[src/rtl/core/ppmhp_pkg.sv]
// Shared types, constants and codes for the P6 header parser core.
`timescale 1ns / 1ps
`default_nettype none

package ppmhp_pkg;

    // Field and register widths
    localparam int unsigned DIM_W     = 27;
    localparam int unsigned ACC_W     = 31;
    localparam int unsigned CNT_W     = 55;
    localparam int unsigned MUL_SPLIT = 14;
    localparam int unsigned MUL_W     = DIM_W + MUL_SPLIT;

    localparam logic [DIM_W-1:0] MAX_DIM_RESET = 27'd100000000;
    localparam logic [ACC_W-1:0] MAXVAL_REQ    = 31'd255;

    // Result queue depth (entries)
    localparam int unsigned OFIFO_DEPTH = 4;

    // Character codes
    localparam logic [7:0] CH_P     = 8'h50;
    localparam logic [7:0] CH_SIX   = 8'h36;
    localparam logic [7:0] CH_HASH  = 8'h23;
    localparam logic [7:0] CH_LF    = 8'h0A;
    localparam logic [7:0] CH_TAB   = 8'h09;
    localparam logic [7:0] CH_CR    = 8'h0D;
    localparam logic [7:0] CH_SPACE = 8'h20;
    localparam logic [7:0] CH_ZERO  = 8'h30;
    localparam logic [7:0] CH_NINE  = 8'h39;

    // Result kinds
    localparam logic KIND_PIXEL = 1'b0;
    localparam logic KIND_FINAL = 1'b1;

    typedef enum logic [3:0] {
        PH_P,
        PH_6,
        PH_SKIP_W,
        PH_DIG_W,
        PH_SKIP_H,
        PH_DIG_H,
        PH_SKIP_M,
        PH_DIG_M,
        PH_MUL_LO,
        PH_MUL_HI,
        PH_MUL_ADD,
        PH_MUL_TRIPLE,
        PH_PAYLOAD,
        PH_FAIL
    } phase_t;

    typedef enum logic [1:0] {
        ST_OK,
        ST_MALFORMED,
        ST_DIMENSION,
        ST_SHORT
    } status_t;

    typedef struct packed {
        logic [7:0] data_byte;
        logic       end_of_data;
    } in_beat_t;

    typedef struct packed {
        logic             item_kind;
        logic [7:0]       pixel_byte;
        logic [1:0]       frame_status;
        logic [DIM_W-1:0] image_width;
        logic [DIM_W-1:0] image_height;
        logic             run_last;
    } out_beat_t;

    // Controller to datapath
    typedef struct packed {
        logic    acc_load;
        logic    acc_step;
        logic    hold_w;
        logic    hold_h;
        logic    comment_set;
        logic    comment_clr;
        logic    fail_set;
        status_t fail_code;
        logic    mul_lo;
        logic    mul_hi;
        logic    mul_add;
        logic    mul_triple;
        logic    seen_inc;
        logic    push_pixel;
        logic    push_final;
        status_t final_status;
        logic    clear_frame;
    } dp_cmd_t;

    // Datapath to controller
    typedef struct packed {
        logic    is_digit;
        logic    is_space;
        logic    is_hash;
        logic    is_newline;
        logic    is_p;
        logic    is_six;
        logic    in_comment;
        logic    acc_over;
        logic    acc_eq_maxval;
        logic    acc_step_eq_maxval;
        logic    dims_bad;
        logic    seen_lt_need;
        logic    seen_last;
        status_t err_code;
        logic    out_room;
    } dp_stat_t;

endpackage

`default_nettype wire

[src/rtl/core/ppmhp_out_fifo.sv]
// Small result queue: takes up to two beats per cycle, gives one while m_ready is high.
`timescale 1ns / 1ps
`default_nettype none

module ppmhp_out_fifo (
    input  wire logic                aclk,
    input  wire logic                aresetn,
    input  wire logic [1:0]          wr_cnt,
    input  wire ppmhp_pkg::out_beat_t wr_item0,
    input  wire ppmhp_pkg::out_beat_t wr_item1,
    output logic                     room,
    output logic                     m_valid,
    input  wire logic                m_ready,
    output ppmhp_pkg::out_beat_t     m_payload
);

    localparam int unsigned DEPTH = ppmhp_pkg::OFIFO_DEPTH;
    localparam int unsigned PTR_W = $clog2(DEPTH);
    localparam int unsigned CNT_W = $clog2(DEPTH + 1);

    ppmhp_pkg::out_beat_t entry_mem [DEPTH];

    logic [PTR_W-1:0] wr_ptr_reg, wr_ptr_next;
    logic [PTR_W-1:0] rd_ptr_reg, rd_ptr_next;
    logic [CNT_W-1:0] count_reg, count_next;
    logic [PTR_W-1:0] wr_ptr_plus1;
    logic             pop;

    assign pop          = m_valid && m_ready;
    assign m_valid      = (count_reg != '0);
    assign m_payload    = entry_mem[rd_ptr_reg];
    assign room         = (count_reg <= CNT_W'(DEPTH - 2));
    assign wr_ptr_plus1 = wr_ptr_reg + PTR_W'(1);

    // Pointer and occupancy update
    always_comb begin
        wr_ptr_next = wr_ptr_reg + PTR_W'(wr_cnt);
        rd_ptr_next = rd_ptr_reg + PTR_W'(pop);
        count_next  = count_reg + CNT_W'(wr_cnt) - CNT_W'(pop);
    end

    always_ff @(posedge aclk) begin
        if (!aresetn) begin
            wr_ptr_reg <= '0;
            rd_ptr_reg <= '0;
            count_reg  <= '0;
        end else begin
            wr_ptr_reg <= wr_ptr_next;
            rd_ptr_reg <= rd_ptr_next;
            count_reg  <= count_next;
        end
    end

    // Storage, no reset
    always_ff @(posedge aclk) begin
        if (wr_cnt != 2'd0) begin
            entry_mem[wr_ptr_reg] <= wr_item0;
        end
        if (wr_cnt == 2'd2) begin
            entry_mem[wr_ptr_plus1] <= wr_item1;
        end
    end

    // Writes only land when there is space for them
    a_no_overflow: assert property (@(posedge aclk) disable iff (!aresetn)
        (wr_cnt != 2'd0) |-> (count_reg + CNT_W'(wr_cnt) <= CNT_W'(DEPTH)))
        else $error("result queue overflow");

endmodule

`default_nettype wire

[src/rtl/core/ppmhp_datapath.sv]
// Parser datapath: byte classes, digit accumulator, dimensions, payload counters.
`timescale 1ns / 1ps
`default_nettype none

module ppmhp_datapath (
    input  wire logic                              aclk,
    input  wire logic                              aresetn,
    input  wire logic                              cfg_wr_en,
    input  wire logic [ppmhp_pkg::DIM_W-1:0]       cfg_wr_data,
    input  wire ppmhp_pkg::in_beat_t               s_payload,
    input  wire ppmhp_pkg::dp_cmd_t                cmd,
    input  wire logic                              out_room,
    output ppmhp_pkg::dp_stat_t                    stat,
    output logic [1:0]                             wr_cnt,
    output ppmhp_pkg::out_beat_t                   wr_item0,
    output ppmhp_pkg::out_beat_t                   wr_item1
);

    localparam int unsigned DIM_W = ppmhp_pkg::DIM_W;
    localparam int unsigned ACC_W = ppmhp_pkg::ACC_W;
    localparam int unsigned CNT_W = ppmhp_pkg::CNT_W;
    localparam int unsigned SPL   = ppmhp_pkg::MUL_SPLIT;
    localparam int unsigned MUL_W = ppmhp_pkg::MUL_W;

    logic [DIM_W-1:0]     max_dim_reg;
    logic [ACC_W-1:0]     acc_reg;
    logic [DIM_W-1:0]     held_w_reg;
    logic [DIM_W-1:0]     held_h_reg;
    logic [CNT_W-1:0]     need_reg;
    logic [CNT_W-1:0]     seen_reg;
    logic [MUL_W-1:0]     mul_reg;
    logic                 comment_reg;
    ppmhp_pkg::status_t   err_reg;

    logic [7:0]           b;
    logic [ACC_W-1:0]     digit_val;
    logic [ACC_W-1:0]     acc_mac;
    logic [DIM_W-1:0]     held_val;
    logic [SPL-1:0]       mul_op;
    logic [MUL_W-1:0]     mul_prod;
    logic [CNT_W-1:0]     seen_plus1;
    ppmhp_pkg::out_beat_t pixel_item;
    ppmhp_pkg::out_beat_t final_item;

    assign b         = s_payload.data_byte;
    assign digit_val = ACC_W'(b - ppmhp_pkg::CH_ZERO);
    assign acc_mac   = (acc_reg << 3) + (acc_reg << 1) + digit_val;
    assign held_val  = stat.acc_over ? '0 : acc_reg[DIM_W-1:0];
    assign seen_plus1 = seen_reg + CNT_W'(1);

    // Byte classes and flags for the controller
    always_comb begin
        stat.is_digit   = (b >= ppmhp_pkg::CH_ZERO) && (b <= ppmhp_pkg::CH_NINE);
        stat.is_space   = (b == ppmhp_pkg::CH_SPACE)
                       || ((b >= ppmhp_pkg::CH_TAB) && (b <= ppmhp_pkg::CH_CR));
        stat.is_hash    = (b == ppmhp_pkg::CH_HASH);
        stat.is_newline = (b == ppmhp_pkg::CH_LF);
        stat.is_p       = (b == ppmhp_pkg::CH_P);
        stat.is_six     = (b == ppmhp_pkg::CH_SIX);
        stat.in_comment = comment_reg;
        stat.acc_over   = (acc_reg > ACC_W'(max_dim_reg));
        stat.acc_eq_maxval      = (acc_reg == ppmhp_pkg::MAXVAL_REQ);
        stat.acc_step_eq_maxval = (acc_mac == ppmhp_pkg::MAXVAL_REQ);
        stat.dims_bad   = (held_w_reg == '0) || (held_h_reg == '0)
                       || (held_w_reg > max_dim_reg) || (held_h_reg > max_dim_reg);
        stat.seen_lt_need = (seen_reg < need_reg);
        stat.seen_last  = (seen_plus1 == need_reg);
        stat.err_code   = err_reg;
        stat.out_room   = out_room;
    end

    // Shared 27x14 multiplier: low then high half of the height
    assign mul_op   = cmd.mul_lo ? held_h_reg[SPL-1:0] : SPL'(held_h_reg[DIM_W-1:SPL]);
    assign mul_prod = MUL_W'(held_w_reg) * MUL_W'(mul_op);

    // Result beats
    always_comb begin
        pixel_item              = '0;
        pixel_item.item_kind    = ppmhp_pkg::KIND_PIXEL;
        pixel_item.pixel_byte   = b;

        final_item              = '0;
        final_item.item_kind    = ppmhp_pkg::KIND_FINAL;
        final_item.frame_status = cmd.final_status;
        final_item.run_last     = 1'b1;
        if (cmd.final_status == ppmhp_pkg::ST_OK) begin
            final_item.image_width  = held_w_reg;
            final_item.image_height = held_h_reg;
        end

        if (cmd.push_pixel) begin
            wr_item0 = pixel_item;
            wr_item1 = final_item;
            wr_cnt   = cmd.push_final ? 2'd2 : 2'd1;
        end else begin
            wr_item0 = final_item;
            wr_item1 = final_item;
            wr_cnt   = cmd.push_final ? 2'd1 : 2'd0;
        end
    end

    // Configuration register
    always_ff @(posedge aclk) begin
        if (!aresetn) begin
            max_dim_reg <= ppmhp_pkg::MAX_DIM_RESET;
        end else if (cfg_wr_en) begin
            max_dim_reg <= cfg_wr_data;
        end
    end

    // Frame state
    always_ff @(posedge aclk) begin
        if (!aresetn || cmd.clear_frame) begin
            acc_reg     <= '0;
            held_w_reg  <= '0;
            held_h_reg  <= '0;
            need_reg    <= '0;
            seen_reg    <= '0;
            comment_reg <= 1'b0;
            err_reg     <= ppmhp_pkg::ST_OK;
        end else begin
            if (cmd.acc_load) begin
                acc_reg <= digit_val;
            end else if (cmd.acc_step) begin
                acc_reg <= acc_mac;
            end
            if (cmd.hold_w) begin
                held_w_reg <= held_val;
            end
            if (cmd.hold_h) begin
                held_h_reg <= held_val;
            end
            if (cmd.comment_clr) begin
                comment_reg <= 1'b0;
            end else if (cmd.comment_set) begin
                comment_reg <= 1'b1;
            end
            if (cmd.fail_set) begin
                err_reg <= cmd.fail_code;
            end
            // need = 3 * w * h, built up in the mul_hi, mul_add and mul_triple steps
            if (cmd.mul_hi) begin
                need_reg <= CNT_W'(mul_reg);
            end else if (cmd.mul_add) begin
                need_reg <= need_reg + (CNT_W'(mul_reg) << SPL);
            end else if (cmd.mul_triple) begin
                need_reg <= need_reg + {need_reg[CNT_W-2:0], 1'b0};
            end
            if (cmd.mul_lo) begin
                seen_reg <= '0;
            end else if (cmd.seen_inc) begin
                seen_reg <= seen_plus1;
            end
        end
    end

    // Product register, no reset
    always_ff @(posedge aclk) begin
        if (cmd.mul_lo || cmd.mul_hi) begin
            mul_reg <= mul_prod;
        end
    end

endmodule

`default_nettype wire

[src/rtl/core/ppmhp_ctrl.sv]
// Parser controller: header phase machine, multiply sequencing, result requests.
`timescale 1ns / 1ps
`default_nettype none

module ppmhp_ctrl (
    input  wire logic                aclk,
    input  wire logic                aresetn,
    input  wire logic                s_valid,
    input  wire logic                end_of_data,
    output logic                     s_ready,
    input  wire ppmhp_pkg::dp_stat_t stat,
    output ppmhp_pkg::dp_cmd_t       cmd
);

    ppmhp_pkg::phase_t  state_reg, state_next;
    ppmhp_pkg::phase_t  ph;
    ppmhp_pkg::phase_t  skip_dig;
    ppmhp_pkg::status_t fail_code;
    logic               accept;
    logic               busy_mul;
    logic               do_skip;
    logic               do_acc;
    logic               finish;
    logic               finish_now;
    logic               maxval_ok;
    logic               fail;
    logic               short_end;

    assign busy_mul = (state_reg == ppmhp_pkg::PH_MUL_LO)
                   || (state_reg == ppmhp_pkg::PH_MUL_HI)
                   || (state_reg == ppmhp_pkg::PH_MUL_ADD)
                   || (state_reg == ppmhp_pkg::PH_MUL_TRIPLE);
    assign s_ready  = !busy_mul && stat.out_room;
    assign accept   = s_valid && s_ready;

    always_ff @(posedge aclk) begin
        if (!aresetn) begin
            state_reg <= ppmhp_pkg::PH_P;
        end else begin
            state_reg <= state_next;
        end
    end

    // Next phase and datapath commands
    always_comb begin
        state_next = state_reg;
        cmd        = '0;
        ph         = state_reg;
        skip_dig   = ppmhp_pkg::PH_DIG_W;
        fail_code  = ppmhp_pkg::ST_MALFORMED;
        do_skip    = 1'b0;
        do_acc     = 1'b0;
        finish     = 1'b0;
        finish_now = 1'b0;
        maxval_ok  = 1'b0;
        fail       = 1'b0;
        short_end  = 1'b0;

        unique case (state_reg)
            ppmhp_pkg::PH_MUL_LO: begin
                cmd.mul_lo = 1'b1;
                state_next = ppmhp_pkg::PH_MUL_HI;
            end
            ppmhp_pkg::PH_MUL_HI: begin
                cmd.mul_hi = 1'b1;
                state_next = ppmhp_pkg::PH_MUL_ADD;
            end
            ppmhp_pkg::PH_MUL_ADD: begin
                cmd.mul_add = 1'b1;
                state_next  = ppmhp_pkg::PH_MUL_TRIPLE;
            end
            ppmhp_pkg::PH_MUL_TRIPLE: begin
                cmd.mul_triple = 1'b1;
                state_next     = ppmhp_pkg::PH_PAYLOAD;
            end
            default: begin
            end
        endcase

        if (accept) begin
            // Per-phase handling of the byte
            unique case (state_reg)
                ppmhp_pkg::PH_P: begin
                    if (stat.is_p) ph = ppmhp_pkg::PH_6;
                    else           fail = 1'b1;
                end
                ppmhp_pkg::PH_6: begin
                    if (stat.is_six) ph = ppmhp_pkg::PH_SKIP_W;
                    else             fail = 1'b1;
                end
                ppmhp_pkg::PH_SKIP_W: begin
                    do_skip  = 1'b1;
                    skip_dig = ppmhp_pkg::PH_DIG_W;
                end
                ppmhp_pkg::PH_SKIP_H: begin
                    do_skip  = 1'b1;
                    skip_dig = ppmhp_pkg::PH_DIG_H;
                end
                ppmhp_pkg::PH_SKIP_M: begin
                    do_skip  = 1'b1;
                    skip_dig = ppmhp_pkg::PH_DIG_M;
                end
                ppmhp_pkg::PH_DIG_W: begin
                    if (stat.is_digit) begin
                        do_acc = 1'b1;
                    end else begin
                        cmd.hold_w = 1'b1;
                        ph         = ppmhp_pkg::PH_SKIP_H;
                        do_skip    = 1'b1;
                        skip_dig   = ppmhp_pkg::PH_DIG_H;
                    end
                end
                ppmhp_pkg::PH_DIG_H: begin
                    if (stat.is_digit) begin
                        do_acc = 1'b1;
                    end else begin
                        cmd.hold_h = 1'b1;
                        ph         = ppmhp_pkg::PH_SKIP_M;
                        do_skip    = 1'b1;
                        skip_dig   = ppmhp_pkg::PH_DIG_M;
                    end
                end
                ppmhp_pkg::PH_DIG_M: begin
                    if (stat.is_digit) do_acc = 1'b1;
                    else               finish = 1'b1;
                end
                ppmhp_pkg::PH_PAYLOAD: begin
                    if (stat.seen_lt_need) begin
                        cmd.push_pixel = 1'b1;
                        cmd.seen_inc   = 1'b1;
                    end
                end
                default: begin
                end
            endcase

            // Whitespace, comments, or first digit of the next number
            if (do_skip) begin
                priority if (stat.in_comment) begin
                    cmd.comment_clr = stat.is_newline;
                end else if (stat.is_space) begin
                end else if (stat.is_hash) begin
                    cmd.comment_set = 1'b1;
                end else if (stat.is_digit) begin
                    cmd.acc_load = 1'b1;
                    ph           = skip_dig;
                end else begin
                    fail = 1'b1;
                end
            end

            // Further digit, rejected once the accumulator is over the cap
            if (do_acc) begin
                if (stat.acc_over) fail = 1'b1;
                else               cmd.acc_step = 1'b1;
            end

            // Maxval check, also when the stream ends in the maxval digits
            finish_now = finish || (end_of_data && (state_reg == ppmhp_pkg::PH_DIG_M) && !fail);
            maxval_ok  = finish ? stat.acc_eq_maxval : stat.acc_step_eq_maxval;
            if (finish_now) begin
                priority if (!maxval_ok) begin
                    fail = 1'b1;
                end else if (stat.dims_bad) begin
                    fail      = 1'b1;
                    fail_code = ppmhp_pkg::ST_DIMENSION;
                end else if (end_of_data) begin
                    short_end = 1'b1;
                end else begin
                    ph = ppmhp_pkg::PH_MUL_LO;
                end
            end

            if (fail) begin
                cmd.fail_set    = 1'b1;
                cmd.fail_code   = fail_code;
                cmd.comment_clr = 1'b1;
                ph              = ppmhp_pkg::PH_FAIL;
            end

            // Last byte: final status beat and back to the magic
            if (end_of_data) begin
                cmd.push_final  = 1'b1;
                cmd.clear_frame = 1'b1;
                state_next      = ppmhp_pkg::PH_P;
                priority if (fail) begin
                    cmd.final_status = fail_code;
                end else if (short_end) begin
                    cmd.final_status = ppmhp_pkg::ST_SHORT;
                end else if (ph == ppmhp_pkg::PH_FAIL) begin
                    cmd.final_status = stat.err_code;
                end else if (ph == ppmhp_pkg::PH_PAYLOAD) begin
                    cmd.final_status = (!stat.seen_lt_need || stat.seen_last)
                                     ? ppmhp_pkg::ST_OK : ppmhp_pkg::ST_SHORT;
                end else begin
                    cmd.final_status = ppmhp_pkg::ST_MALFORMED;
                end
            end else begin
                state_next = ph;
            end
        end
    end

    // No byte is taken while the pixel count is being formed
    a_mul_stall: assert property (@(posedge aclk) disable iff (!aresetn)
        busy_mul |-> !s_ready)
        else $error("byte accepted during size multiply");

    // The multiply sequence always lands in the payload phase
    a_mul_done: assert property (@(posedge aclk) disable iff (!aresetn)
        (state_reg == ppmhp_pkg::PH_MUL_TRIPLE) |=> (state_reg == ppmhp_pkg::PH_PAYLOAD))
        else $error("multiply sequence did not end in payload");

    // A last byte restarts the parse at the magic
    a_eod_restart: assert property (@(posedge aclk) disable iff (!aresetn)
        (accept && end_of_data) |=> (state_reg == ppmhp_pkg::PH_P))
        else $error("parser did not restart after last byte");

    // A pixel beat only comes from the payload phase
    a_pixel_phase: assert property (@(posedge aclk) disable iff (!aresetn)
        cmd.push_pixel |-> (accept && (state_reg == ppmhp_pkg::PH_PAYLOAD)))
        else $error("pixel beat outside payload");

endmodule

`default_nettype wire

[src/rtl/core/ppm_p6_header_parser_core.sv]
// Top level of the binary PPM (P6) header parser and pixel forwarder.
//
//  channel   direction  handshake            beat contents
//  s_        in         s_valid / s_ready    in_beat_t: data_byte, end_of_data
//  m_        out        m_valid / m_ready    out_beat_t: pixel or final status
//  cfg_      in         cfg_wr_en            max_dimension (27 bits)
//
// Input bytes can come back to back. After the byte that ends maxval, s_ready
// is low in MUL_LO, MUL_HI, MUL_ADD and MUL_TRIPLE, which form 3*w*h on a
// shared 27x14 multiplier (two partial products, one add, one triple).
// Results go through a 4-beat queue; s_ready drops while fewer than two
// entries are free, so a stalled m_ side holds the input once three results
// wait (four when a pixel and a frame end land in the same cycle).
// aresetn is synchronous and active low; it restores max_dimension to 1e8.
`timescale 1ns / 1ps
`default_nettype none

module ppm_p6_header_parser_core (
    input  wire logic                        aclk,
    input  wire logic                        aresetn,
    input  wire logic                        cfg_wr_en,
    input  wire logic [ppmhp_pkg::DIM_W-1:0] cfg_wr_data,
    input  wire logic                        s_valid,
    output logic                             s_ready,
    input  wire ppmhp_pkg::in_beat_t         s_payload,
    output logic                             m_valid,
    input  wire logic                        m_ready,
    output ppmhp_pkg::out_beat_t             m_payload
);

    ppmhp_pkg::dp_cmd_t   cmd;
    ppmhp_pkg::dp_stat_t  stat;
    ppmhp_pkg::out_beat_t wr_item0;
    ppmhp_pkg::out_beat_t wr_item1;
    logic [1:0]           wr_cnt;
    logic                 out_room;

    ppmhp_ctrl u_ctrl (
        .aclk        (aclk),
        .aresetn     (aresetn),
        .s_valid     (s_valid),
        .end_of_data (s_payload.end_of_data),
        .s_ready     (s_ready),
        .stat        (stat),
        .cmd         (cmd)
    );

    ppmhp_datapath u_datapath (
        .aclk        (aclk),
        .aresetn     (aresetn),
        .cfg_wr_en   (cfg_wr_en),
        .cfg_wr_data (cfg_wr_data),
        .s_payload   (s_payload),
        .cmd         (cmd),
        .out_room    (out_room),
        .stat        (stat),
        .wr_cnt      (wr_cnt),
        .wr_item0    (wr_item0),
        .wr_item1    (wr_item1)
    );

    ppmhp_out_fifo u_out_fifo (
        .aclk      (aclk),
        .aresetn   (aresetn),
        .wr_cnt    (wr_cnt),
        .wr_item0  (wr_item0),
        .wr_item1  (wr_item1),
        .room      (out_room),
        .m_valid   (m_valid),
        .m_ready   (m_ready),
        .m_payload (m_payload)
    );

endmodule

`default_nettype wire

[config.mk]
export PLATFORM = sky130hd
export DESIGN_NAME = ppm_p6_header_parser_core
export DESIGN_NICKNAME = d
export VERILOG_FILES = /design/src/rtl/core/ppmhp_pkg.sv /design/src/rtl/core/ppmhp_out_fifo.sv /design/src/rtl/core/ppmhp_datapath.sv /design/src/rtl/core/ppmhp_ctrl.sv /design/src/rtl/core/ppm_p6_header_parser_core.sv
export SDC_FILE = /design/constraint.sdc
export NUM_CORES = 2
export LEC_CHECK = 0
export BUFFER_PORTS_ARGS = -buffer_cell sky130_fd_sc_hd__buf_2
export CAP_MARGIN = 20
export CORE_MARGIN = 2
export CORE_UTILIZATION = 65
export DETAILED_ROUTE_END_ITERATION = 8
export PLACE_DENSITY = 0.85
export SLEW_MARGIN = 20
export SYNTH_ARGS = -nofsm -noshare
export SYNTH_HDL_FRONTEND = slang
export SYNTH_HIERARCHICAL = 1
export SYNTH_SLANG_ARGS = --single-unit
[constraint.sdc]
create_clock -name aclk -period 16.8 [get_ports aclk]
set_clock_uncertainty 0.2 [all_clocks]
set_input_delay 5.04 -clock aclk [delete_from_list [all_inputs] [get_ports aclk]]
set_output_delay 5.04 -clock aclk [all_outputs]
set_load 0.01 [all_outputs]
==> flow_metrics.py <==
metrics = {
    "outcome": {
        "status": "completed",
    },
    "synth": {
        "synth_edf_count": 305,
        "ys.flop_type": "edfxtp_1",
        "ys_async_sr_fraction": 0,
        "syn_inst": 4971,
        "synth_seq_cells": 541,
        "yosysWarnings": 6,
        "synthAdderAreaFrac": 0.231,
        "ys_seq_area_frac": 0.285,
        "synth_top_family_by_area": "adder cells",
        "yosysUniqueCellTypes": 104,
        "synth_area_per_cell_um2": 9.80,
        "synth-compound-area-share": 0.122,
        "synth-simple-area-share": 0.148,
        "synth_mux_area_frac": 0.104,
        "synth-xor-area-share": 0.0493,
        "syn_area_um2": 48700,
    },
    "floorplan": {
        "fp.coreArea_um2": 74300,
        "die_area_um2": 77200,
        "die_w_um": 278,
        "start_util": 0.656,
        "die-height_um": 278,
        "io_pins": 109,
        "core.rowCount": 100,
    },
    "place": {
        "portBuffers": 108,
        "gp_congestion": 0.943,
        "dp_hpwl_mm": 93.8,
    },
    "setup_path": {
        "rrSetupSlack_ns": 6.87,
        "r2r_end": "u_datapath/mul_reg[40]$_DFFE_PP_",
        "worstPathRequired_ns": 17.09,
        "worstPathArrival_ns": 13.54,
        "crit_fanout": 41,
        "reg2reg_from": "u_ctrl/state_reg[3]$_SDFFE_PN0P_",
        "worstSetupPathType": "in2reg",
        "cpPeakStageDelay_ns": 0.79,
        "end_kind": "flop",
        "reg2regPathDepth": 27,
        "crit_path_start_kind": "primary input",
        "slowest_stage": "nor3_2",
    },
    "min_path": {
        "hold_path.class": "reg2reg",
        "hold_path_depth": 2,
        "hp-start": "u_datapath/mul_reg[34]$_DFFE_PP_",
        "whs_endpoint": "u_datapath/need_reg[34]$_SDFFE_PP0P_",
    },
    "cts": {
        "clock_path_buffers": 3,
        "hold_buffers": 0,
        "htreeDepth": 2,
        "postCtsSetupRepairBufs": 0,
        "cts.repair.resized": 0,
        "cts_inserted_buffers": 56,
        "cts_root_buf": "clkbuf_16",
        "clk_latency_ns": 0.65,
        "cts_sinks": 541,
        "cts_tree": "yes",
        "path_clk_slew_ns": 0.06,
    },
    "sta": {
        "final_hold_viol_count": 0,
        "maxSlewViolCount": 0,
        "fmax_ghz": 0.0755,
        "tns_ns": 0,
        "setup_viol": 0,
        "worst_pin_slew_ns": 1.18,
        "rsz0062_at_grt": "no",
        "final.min_clock_period_ns": 13.25,
        "period_share": 0.789,
        "hold_slack_ns": 0.283,
        "max_slew_margin": 0.216,
    },
    "detailed_routing": {
        "first_iter_violations": 4233,
        "routed_via_density": 6.50,
        "wl_mm": 132,
        "wl_per_cell_um": 22.2,
        "ant_nets": 0,
        "drc": 0,
        "vias": 38700,
        "first_pass_iters": 6,
    },
    "final_layout": {
        "layout_common_cells": "inv_1 (466), nand2_1 (417), ha_1 (374)",
        "largest_reg_flops": 264,
        "final_common_cell": "inv_1",
        "fin_nets": 5677,
        "area_growth_pct": 6.15,
        "drive_gt1_frac": 0.123,
    },
    "global_route": {
        "overflow": 0,
        "gr-usage-all-layers": 0.340,
        "grt_pass1_wl_mm": 210,
        "antenna_found_initial": 3,
        "grt_pass1_vias": 38100,
        "grt_max_degree": 60,
    },
    "flow_run": {
        "drv_cap": 0,
    },
    "pwr": {
        "p_leak_nw": 22.9,
        "ir_drop_mv": 0.0851,
        "power_density_nw_per_um2": 65.5,
    },
}
-- worst max-delay path by stage --
stage	slack [ns]	start	end	cells after the start
2_1_floorplan	2.92	s_payload[5]	u_out_fifo/entry_mem[2][36]$_DFFE_PP_	25
3_3_place_gp	3.31	s_payload[5]	u_out_fifo/entry_mem[2][47]$_DFFE_PP_	27
3_5_place_dp	3.03	s_payload[5]	u_out_fifo/entry_mem[2][39]$_DFFE_PP_	27
4_1_cts	3.62	s_payload[5]	u_out_fifo/entry_mem[2][39]$_DFFE_PP_	27
5_1_grt	3.25	s_payload[5]	u_out_fifo/entry_mem[3][39]$_DFFE_PP_	27
6_report	3.55	s_payload[5]	u_out_fifo/entry_mem[2][31]$_DFFE_PP_	27
-- area by class of cell --
class,instances,area (µm²)
multi-input cells,3706,32100
fillers,5351,22600
flip-flops and latches,541,13900
inverters,468,1760
clock buffers,81,1580
well taps,969,1210
repair buffers,161,938
clock inverters,25,300
diodes,1,2.50
-- critical path: cells and delay by family --
family / cells / cell delay [ns]
simple gates: 12 / 4.16
mux: 1 / 0.19
compound gates: 7 / 1.63
xor+xnor: 1 / 0.16
fa+ha+maj: 3 / 1.13
buf+inv: 3 / 1.12
-- metrics by stage --
stage / area (µm²) / power (mW) / util / std cells / setup slack, ns
after global placement: 49800 / 2.11 / 0.671 / 5845 / 3.31
after CTS: 51700 / 3.39 / 0.696 / 5951 / 3.62
final: 51700 / 3.39 / 0.696 / 5952 / 3.55
after global routing: 51700 / 3.49 / 0.696 / 5952 / 3.25
after floorplan: 48800 / 1.92 / - / 4979 / 2.92
after detailed placement: 49800 / 2.12 / 0.671 / 5845 / 3.03
-- cells in the mapped netlist (29+ instances only) --
library cell / n / area, µm²
clkbuf_1: 174 / 653
nor3_1: 50 / 250
o211ai_1: 29 / 218
a211oi_1: 45 / 338
a21o_1: 125 / 938
buf_4: 33 / 248
nand3_1: 78 / 390
o21ai_0: 157 / 786
buf_2: 29 / 145
mux2_1: 39 / 439
dfxtp_1: 236 / 4720
inv_1: 466 / 1750
nand2b_1: 37 / 231
mux4_2: 66 / 1490
mux2i_1: 45 / 450
a21oi_1: 300 / 1500
xnor2_1: 159 / 1390
and2_1: 277 / 1730
nor2_1: 242 / 908
ha_1: 374 / 4680
a22o_1: 56 / 490
nand4_1: 69 / 432
xor2_1: 110 / 963
o21bai_1: 31 / 233
nand2_1: 417 / 1570
nor4_1: 36 / 225
mux2_2: 238 / 2680
edfxtp_1: 305 / 9160
nor2b_1: 58 / 363
fa_1: 328 / 6570
and3_1: 54 / 338
-- cell families (layout without fill, tap and decap cells) --
group                      count (synthesis)  after routing
DFF                                      541            541
muxes                                    388            388
AOI/OAI and AO/OA                        920            920
other                                      2             11
and+or+nand+nor                         1414           1414
buffers and inverters                    732            735
xor gates and xnor gates                 271            271
adders and majority gates                703            703
-- routing by layer --
| layer | part of all wire | up-vias | track usage |
|---|---|---|---|
| met2 | 0.46 | 2049 | 0.539 |
| li1 | - | 17300 | - |
| met4 | 0.041 | 4 | 0.126 |
| met5 | 0.00020 | - | 0 |
| met1 | 0.40 | 18900 | 0.467 |
| met3 | 0.097 | 397 | 0.0625 |
-- where the power goes --
| group | internal [mW] | leakage (nW) | total (mW) | switching (mW) |
|---|---|---|---|---|
| clock network | 0.719 | 0.903 | 1.28 | 0.562 |
| logic | 0.241 | 17.1 | 0.592 | 0.351 |
| registers | 1.45 | 4.89 | 1.51 | 0.0658 |
| total | 2.41 | 22.9 | 3.39 | 0.979 |
No activity file was read; power rests on OpenSTA's default activity.
